--- config.mk ---
export PLATFORM = sky130hd
export DESIGN_NAME = strided_slice_address_generator
export DESIGN_NICKNAME = d
export VERILOG_FILES = /design/src/hdl/ssag_pkg.sv /design/src/hdl/strided_slice_address_generator.sv /design/src/hdl/ssag_ctrl.sv /design/src/hdl/ssag_datapath.sv
export SDC_FILE = /design/constraint.sdc
export NUM_CORES = 2
export LEC_CHECK = 0
export BUFFER_PORTS_ARGS = -buffer_cell sky130_fd_sc_hd__clkbuf_2
export CORE_MARGIN = 1.5
export CORE_UTILIZATION = 39
export DETAILED_ROUTE_END_ITERATION = 16
export GPL_ROUTABILITY_DRIVEN = 1
export PLACE_DENSITY = 0.54
export RECOVER_POWER = 100
export SLEW_MARGIN = 20
export SYNTH_ARGS = -nofsm -noshare
export SYNTH_HDL_FRONTEND = slang
export SYNTH_SLANG_ARGS = --single-unit
--- constraint.sdc ---
create_clock -name clk_i -period 6.8 [get_ports clk_i]
set_input_delay 0.68 -clock clk_i [delete_from_list [all_inputs] [get_ports clk_i]]
set_output_delay 0.68 -clock clk_i [all_outputs]
set_load 0.05 [all_outputs]
--- src/hdl/ssag_pkg.sv ---
// Shared constants, codes and controller/datapath interface types of the slice address generator.
`timescale 1ns / 1ps

package ssag_pkg;

  localparam int unsigned MAX_RANK    = 4;
  localparam int unsigned AXIS_W      = (MAX_RANK > 1) ? $clog2(MAX_RANK) : 1;
  localparam int unsigned RANK_W      = 3;
  localparam int unsigned EFF_W       = RANK_W + 1;
  localparam int unsigned SIZE_BITS   = 16;
  localparam int unsigned IDX_W       = SIZE_BITS + 1;
  localparam int unsigned SEL_W       = 3;
  localparam int unsigned BOUND_W     = 32;
  localparam int unsigned STEP_W      = 17;
  localparam int unsigned OFFSET_BITS = 32;
  localparam int unsigned OFF_OUT_W   = 32;
  localparam int unsigned POS_W       = 32;

  // Input item tdata layout, lowest bit first.
  localparam int unsigned SEL_LSB     = 0;
  localparam int unsigned SIZE_LSB    = SEL_LSB + SEL_W;
  localparam int unsigned START_LSB   = SIZE_LSB + SIZE_BITS;
  localparam int unsigned END_LSB     = START_LSB + BOUND_W;
  localparam int unsigned STEP_LSB    = END_LSB + BOUND_W;
  localparam int unsigned IN_FIELDS_W = STEP_LSB + STEP_W;
  localparam int unsigned IN_DATA_W   = ((IN_FIELDS_W + 7) / 8) * 8;

  localparam int unsigned OUT_FIELDS_W = OFF_OUT_W + POS_W;
  localparam int unsigned OUT_DATA_W   = ((OUT_FIELDS_W + 7) / 8) * 8;

  typedef enum logic {
    FUNC_LOAD = 1'b0,
    FUNC_NEXT = 1'b1
  } ssag_func_e;

  typedef enum logic [1:0] {
    SLC_OK        = 2'd0,
    SLC_ZERO_STEP = 2'd1,
    SLC_EMPTY     = 2'd2,
    SLC_DONE      = 2'd3
  } ssag_status_e;

  typedef enum logic [2:0] {
    S_IDLE,
    S_DECODE,
    S_STRIDE,
    S_MAC,
    S_ACC,
    S_EMIT
  } ssag_state_e;

  typedef struct packed {
    logic                capture;
    logic                load_axis;
    logic                stride_init;
    logic                stride_step;
    logic                walk_begin;
    logic                mac_clear;
    logic                mac_step;
    logic                mac_flush;
    logic                emit;
    ssag_status_e        emit_status;
    logic [AXIS_W-1:0]   axis;
  } ssag_cmd_t;

  typedef struct packed {
    ssag_func_e          func;
    logic                zero_step;
    logic                axis_ok;
    logic                walk_active;
    logic                walk_finished;
    logic                slice_empty;
    logic                out_free;
    logic [AXIS_W-1:0]   last_axis;
  } ssag_stat_t;

endpackage

--- src/hdl/strided_slice_address_generator.sv ---
// Top level of the strided tensor slice address generator.
`timescale 1ns / 1ps

// Walks a strided slice of a tensor of up to four axes in row-major order and
// hands out, per request, the input element offset (mod 2^32), the output
// index and a last flag. A load item (tuser 0) stores one axis descriptor:
// negative start/end wrap by the size, then clamp to 0..size for a positive
// step or -1..size-1 for a negative one; a zero step answers status 1 and
// stores nothing, and a load whose axis is out of range is dropped unanswered.
// A next item (tuser 1) answers one element (status 0), or status 2 if some
// axis in use is empty, or status 3 once the last element is out, until a
// stored load or a rank write starts over. Writing rank_in_use (cfg_we_i)
// also cancels the walk; do it only while the block is idle. The effective
// rank runs 1..4. Two multipliers each sweep the axes one per cycle: one
// builds the strides at the start of a walk, the other sums index times
// stride for each element. A finished result waits in the output register
// while the next item is taken.

module strided_slice_address_generator (
  input  logic                                clk_i,
  input  logic                                rst_ni,
  // tdata: axis_select[2:0], axis_size[18:3], start_value[50:19],
  //        end_value[82:51], step_value[99:83], zero fill[103:100]
  input  logic                                s_axis_tvalid,
  output logic                                s_axis_tready,
  input  logic [ssag_pkg::IN_DATA_W-1:0]      s_axis_tdata,
  // tuser: func (0 load axis, 1 next offset)
  input  logic                                s_axis_tuser,
  // tdata: elem_offset[31:0], output_position[63:32]
  output logic                                m_axis_tvalid,
  input  logic                                m_axis_tready,
  output logic [ssag_pkg::OUT_DATA_W-1:0]     m_axis_tdata,
  output logic                                m_axis_tlast,
  // tuser: status[1:0]
  output logic [1:0]                          m_axis_tuser,
  input  logic                                cfg_we_i,
  input  logic [ssag_pkg::RANK_W-1:0]         cfg_wdata_i
);
  import ssag_pkg::*;

  ssag_cmd_t  cmd;
  ssag_stat_t stat;

  // control: accept, decode, sequence stride build, multiply sweep and emit
  ssag_ctrl u_ctrl (
    .clk_i     (clk_i),
    .rst_ni    (rst_ni),
    .s_valid_i (s_axis_tvalid),
    .s_ready_o (s_axis_tready),
    .stat_i    (stat),
    .cmd_o     (cmd)
  );

  // datapath: descriptors, clamp, strides, offset sum and output register
  ssag_datapath u_dp (
    .clk_i       (clk_i),
    .rst_ni      (rst_ni),
    .s_data_i    (s_axis_tdata),
    .s_user_i    (s_axis_tuser),
    .cfg_we_i    (cfg_we_i),
    .cfg_wdata_i (cfg_wdata_i),
    .m_ready_i   (m_axis_tready),
    .m_valid_o   (m_axis_tvalid),
    .m_data_o    (m_axis_tdata),
    .m_last_o    (m_axis_tlast),
    .m_user_o    (m_axis_tuser),
    .cmd_i       (cmd),
    .stat_o      (stat)
  );

endmodule

--- src/hdl/ssag_ctrl.sv ---
// Sequencing state machine of the slice address generator.
`timescale 1ns / 1ps

module ssag_ctrl (
  input  logic               clk_i,
  input  logic               rst_ni,
  input  logic               s_valid_i,
  output logic               s_ready_o,
  input  ssag_pkg::ssag_stat_t stat_i,
  output ssag_pkg::ssag_cmd_t  cmd_o
);
  import ssag_pkg::*;

  ssag_state_e       state_q, state_d;
  logic [AXIS_W-1:0] cnt_q, cnt_d;
  ssag_status_e      code_q, code_d;

  always_ff @(posedge clk_i or negedge rst_ni) begin
    if (!rst_ni) begin
      state_q <= S_IDLE;
      cnt_q   <= '0;
      code_q  <= SLC_OK;
    end else begin
      state_q <= state_d;
      cnt_q   <= cnt_d;
      code_q  <= code_d;
    end
  end

  always_comb begin
    state_d           = state_q;
    cnt_d             = cnt_q;
    code_d            = code_q;
    s_ready_o         = 1'b0;
    cmd_o             = '0;
    cmd_o.axis        = cnt_q;
    cmd_o.emit_status = code_q;
    case (state_q)
      S_IDLE: begin
        s_ready_o = 1'b1;
        if (s_valid_i) begin
          cmd_o.capture = 1'b1;
          state_d       = S_DECODE;
        end
      end
      S_DECODE: begin
        if (stat_i.func == FUNC_LOAD) begin
          if (stat_i.zero_step) begin
            code_d  = SLC_ZERO_STEP;
            state_d = S_EMIT;
          end else begin
            cmd_o.load_axis = stat_i.axis_ok;
            state_d         = S_IDLE;
          end
        end else if (stat_i.walk_finished) begin
          code_d  = SLC_DONE;
          state_d = S_EMIT;
        end else if (stat_i.walk_active) begin
          code_d          = SLC_OK;
          cmd_o.mac_clear = 1'b1;
          cnt_d           = '0;
          state_d         = S_MAC;
        end else if (stat_i.slice_empty) begin
          code_d  = SLC_EMPTY;
          state_d = S_EMIT;
        end else begin
          // fresh walk: build strides from the innermost axis outward
          code_d            = SLC_OK;
          cmd_o.stride_init = 1'b1;
          cnt_d             = stat_i.last_axis;
          state_d           = S_STRIDE;
        end
      end
      S_STRIDE: begin
        cmd_o.stride_step = 1'b1;
        if (cnt_q == '0) begin
          cmd_o.walk_begin = 1'b1;
          cmd_o.mac_clear  = 1'b1;
          state_d          = S_MAC;
        end else begin
          cnt_d = cnt_q - 1'b1;
        end
      end
      S_MAC: begin
        cmd_o.mac_step = 1'b1;
        if (cnt_q == stat_i.last_axis) begin
          state_d = S_ACC;
        end else begin
          cnt_d = cnt_q + 1'b1;
        end
      end
      S_ACC: begin
        cmd_o.mac_flush = 1'b1;
        state_d         = S_EMIT;
      end
      S_EMIT: begin
        if (stat_i.out_free) begin
          cmd_o.emit = 1'b1;
          state_d    = S_IDLE;
        end
      end
      default: begin
        state_d = S_IDLE;
      end
    endcase
  end

endmodule

--- src/hdl/ssag_datapath.sv ---
// Descriptor store, clamp logic, stride builder, offset multiply-accumulate and output register.
`timescale 1ns / 1ps

module ssag_datapath (
  input  logic                                clk_i,
  input  logic                                rst_ni,
  input  logic [ssag_pkg::IN_DATA_W-1:0]      s_data_i,
  input  logic                                s_user_i,
  input  logic                                cfg_we_i,
  input  logic [ssag_pkg::RANK_W-1:0]         cfg_wdata_i,
  input  logic                                m_ready_i,
  output logic                                m_valid_o,
  output logic [ssag_pkg::OUT_DATA_W-1:0]     m_data_o,
  output logic                                m_last_o,
  output logic [1:0]                          m_user_o,
  input  ssag_pkg::ssag_cmd_t                 cmd_i,
  output ssag_pkg::ssag_stat_t                stat_o
);
  import ssag_pkg::*;

  localparam int unsigned CL_W  = BOUND_W + 2;
  localparam int unsigned SW_W  = EFF_W + 1;
  localparam int unsigned NXT_W = ((IDX_W > STEP_W) ? IDX_W : STEP_W) + 1;

  // captured input item
  ssag_func_e                func_q;
  logic signed [SEL_W-1:0]   sel_q;
  logic [SIZE_BITS-1:0]      size_q;
  logic signed [BOUND_W-1:0] start_q;
  logic signed [BOUND_W-1:0] end_q;
  logic signed [STEP_W-1:0]  step_q;

  logic [RANK_W-1:0]         rank_q;

  // per-axis descriptors and walk position
  logic [SIZE_BITS-1:0]      dim_q   [MAX_RANK];
  logic signed [IDX_W-1:0]   first_q [MAX_RANK];
  logic signed [IDX_W-1:0]   limit_q [MAX_RANK];
  logic signed [STEP_W-1:0]  inc_q   [MAX_RANK];
  logic [OFFSET_BITS-1:0]    pitch_q [MAX_RANK];
  logic signed [IDX_W-1:0]   idx_q   [MAX_RANK];

  logic [OFFSET_BITS-1:0]    run_q;
  logic [OFFSET_BITS-1:0]    prod_q;
  logic [OFFSET_BITS-1:0]    acc_q;
  logic [POS_W-1:0]          pos_q;
  logic                      active_q;
  logic                      finished_q;

  logic                      m_valid_q;
  logic [OFF_OUT_W-1:0]      m_off_q;
  logic [POS_W-1:0]          m_pos_q;
  logic                      m_last_q;
  ssag_status_e              m_user_q;

  logic [EFF_W-1:0]          eff_rank;
  logic signed [SW_W-1:0]    rank_s;
  logic signed [SW_W-1:0]    sel_ext;
  logic signed [SW_W-1:0]    sel_w;
  logic                      axis_ok;
  logic [AXIS_W-1:0]         load_axis;

  logic signed [CL_W-1:0]    dim_s, s_w, e_w, lo, hi, s_c, e_c;
  logic                      step_pos;

  logic [MAX_RANK-1:0]       in_use, ax_empty, wrap, bump;
  logic signed [NXT_W-1:0]   nxt [MAX_RANK];
  logic                      walk_last;
  logic                      emit_ok;
  logic                      out_free;

  // effective rank: zero acts as one, anything above MAX_RANK saturates
  always_comb begin
    if (rank_q == '0) begin
      eff_rank = EFF_W'(1);
    end else if ({1'b0, rank_q} > EFF_W'(MAX_RANK)) begin
      eff_rank = EFF_W'(MAX_RANK);
    end else begin
      eff_rank = {1'b0, rank_q};
    end
  end

  // negative axis selects count back from the rank
  always_comb begin
    rank_s  = signed'({1'b0, eff_rank});
    sel_ext = SW_W'(sel_q);
    sel_w   = sel_q[SEL_W-1] ? (sel_ext + rank_s) : sel_ext;
    axis_ok = !sel_w[SW_W-1] && (sel_w < rank_s);
    load_axis = sel_w[AXIS_W-1:0];
  end

  // wrap negative bounds by the size, then clamp to the step's range
  always_comb begin
    step_pos = !step_q[STEP_W-1];
    dim_s    = signed'(CL_W'(size_q));
    s_w      = CL_W'(start_q);
    e_w      = CL_W'(end_q);
    if (start_q[BOUND_W-1]) begin
      s_w = s_w + dim_s;
    end
    if (end_q[BOUND_W-1]) begin
      e_w = e_w + dim_s;
    end
    lo  = step_pos ? CL_W'(0) : -CL_W'(1);
    hi  = step_pos ? dim_s : (dim_s - CL_W'(1));
    s_c = (s_w < lo) ? lo : ((s_w > hi) ? hi : s_w);
    e_c = (e_w < lo) ? lo : ((e_w > hi) ? hi : e_w);
  end

  // per-axis emptiness, next index and wrap, then the carry chain
  always_comb begin
    logic c;
    c = 1'b1;
    for (int a = 0; a < MAX_RANK; a++) begin
      in_use[a]   = EFF_W'(a) < eff_rank;
      ax_empty[a] = inc_q[a][STEP_W-1] ? (first_q[a] <= limit_q[a])
                                       : (first_q[a] >= limit_q[a]);
      nxt[a]      = NXT_W'(idx_q[a]) + NXT_W'(inc_q[a]);
      wrap[a]     = inc_q[a][STEP_W-1] ? (nxt[a] <= NXT_W'(limit_q[a]))
                                       : (nxt[a] >= NXT_W'(limit_q[a]));
    end
    for (int a = MAX_RANK - 1; a >= 0; a--) begin
      bump[a] = 1'b0;
      if (in_use[a]) begin
        bump[a] = c;
        c       = c & wrap[a];
      end
    end
    walk_last = c;
  end

  assign emit_ok  = cmd_i.emit && (cmd_i.emit_status == SLC_OK);
  assign out_free = !m_valid_q || m_ready_i;

  // payload capture and output register load
  always_ff @(posedge clk_i) begin
    if (cmd_i.capture) begin
      func_q  <= ssag_func_e'(s_user_i);
      sel_q   <= s_data_i[SEL_LSB +: SEL_W];
      size_q  <= s_data_i[SIZE_LSB +: SIZE_BITS];
      start_q <= s_data_i[START_LSB +: BOUND_W];
      end_q   <= s_data_i[END_LSB +: BOUND_W];
      step_q  <= s_data_i[STEP_LSB +: STEP_W];
    end
    if (cmd_i.emit) begin
      m_user_q <= cmd_i.emit_status;
      if (cmd_i.emit_status == SLC_OK) begin
        m_off_q  <= OFF_OUT_W'(acc_q);
        m_pos_q  <= pos_q;
        m_last_q <= walk_last;
      end else begin
        m_off_q  <= '0;
        m_pos_q  <= '0;
        m_last_q <= 1'b0;
      end
    end
  end

  always_ff @(posedge clk_i or negedge rst_ni) begin
    if (!rst_ni) begin
      rank_q     <= RANK_W'(1);
      for (int a = 0; a < MAX_RANK; a++) begin
        dim_q[a]   <= SIZE_BITS'(1);
        first_q[a] <= '0;
        limit_q[a] <= IDX_W'(1);
        inc_q[a]   <= STEP_W'(1);
        pitch_q[a] <= OFFSET_BITS'(1);
        idx_q[a]   <= '0;
      end
      run_q      <= '0;
      prod_q     <= '0;
      acc_q      <= '0;
      pos_q      <= '0;
      active_q   <= 1'b0;
      finished_q <= 1'b0;
      m_valid_q  <= 1'b0;
    end else begin
      if (cfg_we_i) begin
        rank_q <= cfg_wdata_i;
      end

      if (cmd_i.load_axis) begin
        dim_q[load_axis]   <= size_q;
        first_q[load_axis] <= s_c[IDX_W-1:0];
        limit_q[load_axis] <= e_c[IDX_W-1:0];
        inc_q[load_axis]   <= step_q;
      end

      if (cmd_i.stride_init) begin
        run_q <= OFFSET_BITS'(1);
      end else if (cmd_i.stride_step) begin
        pitch_q[cmd_i.axis] <= run_q;
        run_q               <= run_q * OFFSET_BITS'(dim_q[cmd_i.axis]);
      end

      for (int a = 0; a < MAX_RANK; a++) begin
        if (cmd_i.walk_begin) begin
          idx_q[a] <= first_q[a];
        end else if (emit_ok && bump[a]) begin
          idx_q[a] <= wrap[a] ? first_q[a] : nxt[a][IDX_W-1:0];
        end
      end

      if (cmd_i.mac_clear) begin
        prod_q <= '0;
        acc_q  <= '0;
      end else if (cmd_i.mac_step) begin
        prod_q <= OFFSET_BITS'(idx_q[cmd_i.axis][SIZE_BITS-1:0]) * pitch_q[cmd_i.axis];
        acc_q  <= acc_q + prod_q;
      end else if (cmd_i.mac_flush) begin
        acc_q <= acc_q + prod_q;
      end

      if (cmd_i.walk_begin) begin
        pos_q <= '0;
      end else if (emit_ok) begin
        pos_q <= pos_q + 1'b1;
      end

      if (cfg_we_i || cmd_i.load_axis) begin
        active_q   <= 1'b0;
        finished_q <= 1'b0;
      end else if (cmd_i.walk_begin) begin
        active_q <= 1'b1;
      end else if (emit_ok && walk_last) begin
        active_q   <= 1'b0;
        finished_q <= 1'b1;
      end

      if (cmd_i.emit) begin
        m_valid_q <= 1'b1;
      end else if (m_ready_i) begin
        m_valid_q <= 1'b0;
      end
    end
  end

  always_comb begin
    stat_o               = '0;
    stat_o.func          = func_q;
    stat_o.zero_step     = (step_q == '0);
    stat_o.axis_ok       = axis_ok;
    stat_o.walk_active   = active_q;
    stat_o.walk_finished = finished_q;
    stat_o.slice_empty   = |(ax_empty & in_use);
    stat_o.out_free      = out_free;
    stat_o.last_axis     = AXIS_W'(eff_rank - 1'b1);
  end

  assign m_valid_o = m_valid_q;
  assign m_data_o  = OUT_DATA_W'({m_pos_q, m_off_q});
  assign m_last_o  = m_last_q;
  assign m_user_o  = m_user_q;

  a_flags_exclusive: assert property (@(posedge clk_i) disable iff (!rst_ni)
    !(active_q && finished_q))
    else $error("walk active and finished at once");

  a_emit_room: assert property (@(posedge clk_i) disable iff (!rst_ni)
    cmd_i.emit |-> out_free)
    else $error("result overwrites an item still waiting");

  a_status_clean: assert property (@(posedge clk_i) disable iff (!rst_ni)
    (m_valid_q && (m_user_q != SLC_OK)) |-> (m_off_q == '0 && m_pos_q == '0 && !m_last_q))
    else $error("status item carries payload");

  a_last_finishes: assert property (@(posedge clk_i) disable iff (!rst_ni)
    (emit_ok && walk_last && !cfg_we_i) |=> (finished_q && !active_q))
    else $error("last element did not finish the walk");

endmodule

## Yosys cells after proc, flatten, opt, wreduce, memory -nomap -nowiden

Index checks and enable logic that the tools add are counted.

- Add/subtract/negate cells: 13
- $mul: 2
- Div/mod/pow operators: 0
- Order comparisons: 30
- Equality and inequality tests: 16
- Shifts and indexed selects: 0
- Mux-type cells: 118
- Bitwise logic cells: 7
- Reduce and logical (&&, ||, !) cells: 37

Operators by type and width:

| cell | count |
|---|---|
| $mux W32 | 12 |
| $mux W17 | 17 |
| $bwmux W68 | 3 |
| $mux W34 | 4 |
| $bwmux W128 | 1 |
| $mux W16 | 5 |
| $add A17 B17 Y18 | 4 |
| $ge A18 B17 Y1 | 4 |
| $le A18 B17 Y1 | 4 |
| $ge A17 B17 Y1 | 4 |
| $gt A34 B34 Y1 | 2 |
| $le A17 B17 Y1 | 4 |
| $lt A34 B34 Y1 | 2 |
| $add A32 B17 Y33 | 2 |
| $bmux W32 S2 | 1 |
| $bwmux W64 | 1 |
| $demux W32 S2 | 1 |
| $mux W1 | 40 |
| $bmux W17 S2 | 1 |
| $demux W17 S2 | 1 |
| $mux W3 | 11 |
| $add A32 B1 Y32 const B | 1 |
| $add A32 B32 Y32 | 1 |
| $bmux W16 S2 | 1 |
| 41 further kinds | 96 |

- Register bits after elaboration: 773
- Latch bits: 0
- Bits in writable memories: 0
- ROM bits: 0
- Bits of input ports: 113
- Word-level logic and storage cells: 268
- Memories: 0

## Longest topological paths before layout

- Depth in word-level cells: 15
- Gate-level depth with buffers: 32

## By module

A second synthesis with hierarchy kept.

- Cell total of the unflattened synthesis: 6,825
- Area, all modules: 67,856.3 um^2

By module, submodules not included:

| module | times used | cells each | area each (um^2) | sequential area each (um^2) |
|---|---|---|---|---|
| ssag_datapath | 1 | 6,752 | 67,263.3 | 20,030.5 |
| ssag_ctrl | 1 | 73 | 593.1 | 175.2 |

## Worst setup path before layout

OpenSTA, ideal clock, no wires.

- Kind: register to register
- Start point: register u_ctrl.cnt_q[1]
- End point: register u_dp.run_q[31]
- Setup time: 0.138 ns
- Arrival time: 7.249 ns
- Required time: 6.662 ns
- Slack: -0.587 ns
- Stages on the path, launching flop included: 28
- Period minus slack after synthesis: 7.387 ns
- Path through: dfrtp_1 > buf_2 > buf_2 > clkbuf_1 > mux4_2 > clkbuf_1 > clkbuf_1 > nand2_1 > fa_1 > fa_1 > fa_1 > inv_1 > fa_1 > fa_1 > inv_1 > fa_1 > inv_1 > ha_1 > a21o_1 > a21o_1 > a221oi_1 > o21ai_0 > a21oi_1 > nor2b_1 > or4_1 > a311oi_1 > xnor2_1 > o22ai_1

- Longest elaborated chain between the ends: 7

Ends and longest elaborated chain:

| element | RTL line | source |
|---|---|---|
| from (decl) | ssag_ctrl.sv:15 | `logic [AXIS_W-1:0] cnt_q, cnt_d;` |
| from (signal assigned) | ssag_ctrl.sv:25 | `cnt_q <= cnt_d;` |
| $not A2 Y3 (not written as such) | ssag_datapath.sv:193 | `run_q <= run_q * OFFSET_BITS'(dim_q[cmd_i.axis]);` |
| $bmux W16 S2 | ssag_datapath.sv:193 |  |
| $mux W16 (not written as such) (2 in a row) | ssag_datapath.sv:193 |  |
| $mul A32 B16 Y32 | ssag_datapath.sv:193 |  |
| $mux W32 | ssag_datapath.sv:191 | `end else if (cmd_i.stride_step) begin` |
| $mux W32 | ssag_datapath.sv:189 | `if (cmd_i.stride_init) begin` |
| to (signal assigned) | ssag_datapath.sv:193 |  |
| to (decl) | ssag_datapath.sv:43 | `logic [OFFSET_BITS-1:0] run_q;` |

No other way between the ends. The select of a mux whose other input is x is not followed.
A chain may end at the register's enable or synchronous reset.

## Worst setup path in the final report

- Start point: register u_ctrl.cnt_q[0]
- End point: register u_dp.prod_q[31]

- Longest elaborated chain between the ends: 7

Ends and longest elaborated chain:

| element | RTL line | source |
|---|---|---|
| $not A2 Y3 (not written as such) | ssag_datapath.sv:208 | `prod_q <= OFFSET_BITS'(idx_q[cmd_i.axis][SIZE_BITS-1:0]) * pitch_q[cmd_i.axis];` |
| $bmux W17 S2 or $bmux W32 S2 (tied branches) | ssag_datapath.sv:208 |  |
| $mux W16 (not written as such) or $mux W32 (tied branches) (2 in a row) | ssag_datapath.sv:208 |  |
| $mul A16 B32 Y32 | ssag_datapath.sv:208 |  |
| $mux W32 | ssag_datapath.sv:207 | `end else if (cmd_i.mac_step) begin` |
| $mux W32 | ssag_datapath.sv:204 | `if (cmd_i.mac_clear) begin` |
| to (signal assigned) | ssag_datapath.sv:208 |  |
| to (decl) | ssag_datapath.sv:44 | `logic [OFFSET_BITS-1:0] prod_q;` |

Several ways; a longest one is shown, not always the timed one. The select of a mux whose other input is x is not followed.

==> metrics.txt <==
compound-cell area share of the yosys netlist 0.09356; setup ws final -347.3 ps; gp weighted congestion 0.9082; area taken by multi-input logic gates 44360 µm²; CP arrival 7740 ps; Fin Clk Skew 71.67 ps; Die X 420.7 µm; synthesized flop and latch total 773; clk_lat worst skew 760 ps; WHS 94.90 ps; synthesized area 68040 µm²; largest family of logic cells by synthesized area adder cells; Reg2Reg Depth 28; Post-DRT Antenna Nets 0; wire per inst 20.39 µm; Syn Inst Count 7108; Worst path most repeated cell fa_1; CTS H-Tree Depth 3; design area 79240 µm²; failing checks max-capacitance violations, max-slew violations, negative setup slack; Synth Area in Adders 0.2802; CTS tree yes; CP Launch Type flip-flop; commonest non-fill, non-tap cell in the layout nand2_1; Syn. warnings 0; initial antenna violation count 7; Synthesized Nets 8375; routed via count 52150; WP depth 28; DRT iter0 DRCs 3324; hpwl dp 156000 µm; Required @ worst endpoint 7390 ps; Post-Place Cell Area 74580 µm²; hold-fix buffers at CTS 0; DR vias/cell 5.220; IO buf count 177; top_reg_cell synth dfrtp_1; DR pass1 iterations 5; pin count of the biggest net entering global routing 165; asr flop ratio synth 0.7827; Total Wirelength 203700 µm; final setup fails 20; post-synth cell types 91; top routing layer in use met5; final hold viol count 0; cell at the slowest stage of the critical path fa_2; clock buffer depth 3; cts bufs inserted 92; CP Capture Type flip-flop; DR DRC count 0; Post-Synth XOR/XNOR Area 0.03692; Max-Cap Viols 12; hold crit path type primary input to flip-flop; Initial Utilization 0.3919; WP buf/inv 8; Metal-1 WL 90340 µm; core area 173600 µm²; synthesized area per cell 9.573 µm²; routed wl met3 9348 µm; Die H 420.7 µm; Die ar. 177000 µm²; share of cells above drive strength 1 0.1596; first-pass GRT wire length 314900 µm; worst slew pin tran 6404 ps; most frequent cells in the layout nand2_1, inv_1, fa_1, dfrtp_1, ha_1; CTS sink count 773; sequential-to-total area share from yosys stat 0.2970; Critical Path Fanout Max 8; clock-pin slew on the worst setup and hold paths 70 ps; final critical-path required period 7147 ps; Slew Limit Headroom -3.269; nets 8851; placed cell count 9751; EDFF count, synth 168; met2 wire len 96380 µm; vias in the first global route 53090; worst setup path category flip-flop to flip-flop; post-route insts no fill 9991; largest stage delay on the critical path 540 ps; dpl ws -774.9 ps; post-synthesis mux area share 0.06933; CTS Root Cell clkbuf_16; # IOs 182; GRT Util Overall 0.2322; row count 153; hold path depth 1; area grow syn2layout 16.46%; Simple-Gate Fraction of Synth Area 0.1574; CP top delay family adder cells; grt total ovfl 0; outcome finished, violations left; Fillers 16720; Max Fclk 139.9 MHz; Final Cycle Share 1.051; RSZ-0062 raised after global routing yes; Reg area 20210 µm²; Pins Over Slew Limit 594
## kinds of logic (layout without fill, tap and decap cells)
logic type	Yosys count	after routing
buf+inv	1167	1717
flops	773	773
mux	380	385
compound gates	1010	1010
simple gates	2338	2338
other cells	0	3
fa+ha+maj	1154	1154
xor+xnor	286	286
## cells in the mapped netlist (all sizes together), types with 61 or more instances
cell,instances,area share
nand2,1189,0.066
inv,866,0.048
fa,616,0.18
dfrtp,588,0.22
ha,538,0.099
nor2,341,0.019
and2,327,0.030
a21oi,305,0.023
o21ai,259,0.019
clkbuf,238,0.013
mux2,207,0.034
xnor2,187,0.024
edfxtp,168,0.074
a21o,160,0.018
mux2i,121,0.018
nand3,110,0.0082
xor2,99,0.013
nor3,78,0.0061
nand4,75,0.0069
buf,61,0.0047
## through the flow
stage	TNS (ps)	utilization
finish	-3489	0.4564
global route	-72880	0.4564
CTS	-1686	0.4550
detailed placement	-9124	0.4295
global placement	-7855	0.4294
floorplan	-30.93	-
## routing by layer
layer	global-route usage	up-vias
met2	0.3906	1259
met3	0.02554	326
met5	0	-
li1	-	24430
met1	0.3097	26140
met4	0.08046	2
## state kept, by name, indices dropped and copies added, names as in the netlist, 2 cells and up
name,count
u_dp.limit_q,68
u_dp.dim_q,64
u_dp.pitch_q,128
u_dp.idx_q,68
u_dp.start_q,32
u_dp.first_q,68
u_dp.m_pos_q,32
u_dp.acc_q,32
u_dp.m_off_q,32
u_dp.sel_q,3
u_ctrl.state_q,3
u_dp.step_q,17
u_dp.pos_q,32
u_dp.size_q,16
u_dp.run_q,32
u_dp.end_q,32
u_dp.prod_q,32
u_dp.rank_q,3
u_dp.m_user_o,2
u_ctrl.code_q,2
u_ctrl.cnt_q,2
u_dp.inc_q,68
## repair_timing
action / CTS / global route
gates cloned: 9 / 2
gates resized for setup: 140 / 74
pin swaps: 56 / 58
setup endpoints to repair: 28 / 32
setup buffers: 36 / 18
## worst paths after layout
path                       slack, ps                         start                            to
max                             -350   u_ctrl.cnt_q[0]$_DFFE_PN0P_   u_dp.prod_q[31]$_DFFE_PN0P_
min                               90              s_axis_tdata[91]      u_dp.step_q[8]$_DFFE_PP_
max reg2reg                     -350   u_ctrl.cnt_q[0]$_DFFE_PN0P_   u_dp.prod_q[31]$_DFFE_PN0P_
min reg2reg                      460  u_dp.pitch_q[96]$_DFFE_PN1P_  u_dp.pitch_q[96]$_DFFE_PN1P_
max in group asynchronous        860                        rst_ni    u_dp.run_q[26]$_DFFE_PN0P_
min in group asynchronous       2320                        rst_ni    u_dp.pos_q[31]$_DFFE_PN0P_
## cell type report
cell class | count | area share
Timing Repair Buffer | 676 | 0.06542
Antenna cell | 3 | 0.00009474
Inverter | 868 | 0.04112
Multi-Input combinational cell | 5173 | 0.5599
Tap cell | 2325 | 0.03671
Clock inverter | 54 | 0.009837
Clock buffer | 119 | 0.03188
Sequential cell | 773 | 0.2551
## worst register-to-register path, delay by kind of cell, from the launching register on
| family | cells | cell delay (ps) |
|---|---|---|
| fa+ha+maj | 7 | 3230 |
| compound gates | 9 | 1380 |
| buf+inv | 8 | 920 |
| simple gates | 2 | 510 |
| flops | 1 | 490 |
| mux | 1 | 310 |
| xor+xnor | 1 | 140 |
Power is not shown: default switching activity piles up to over one toggle a cycle in this logic, so the estimate is an artifact.
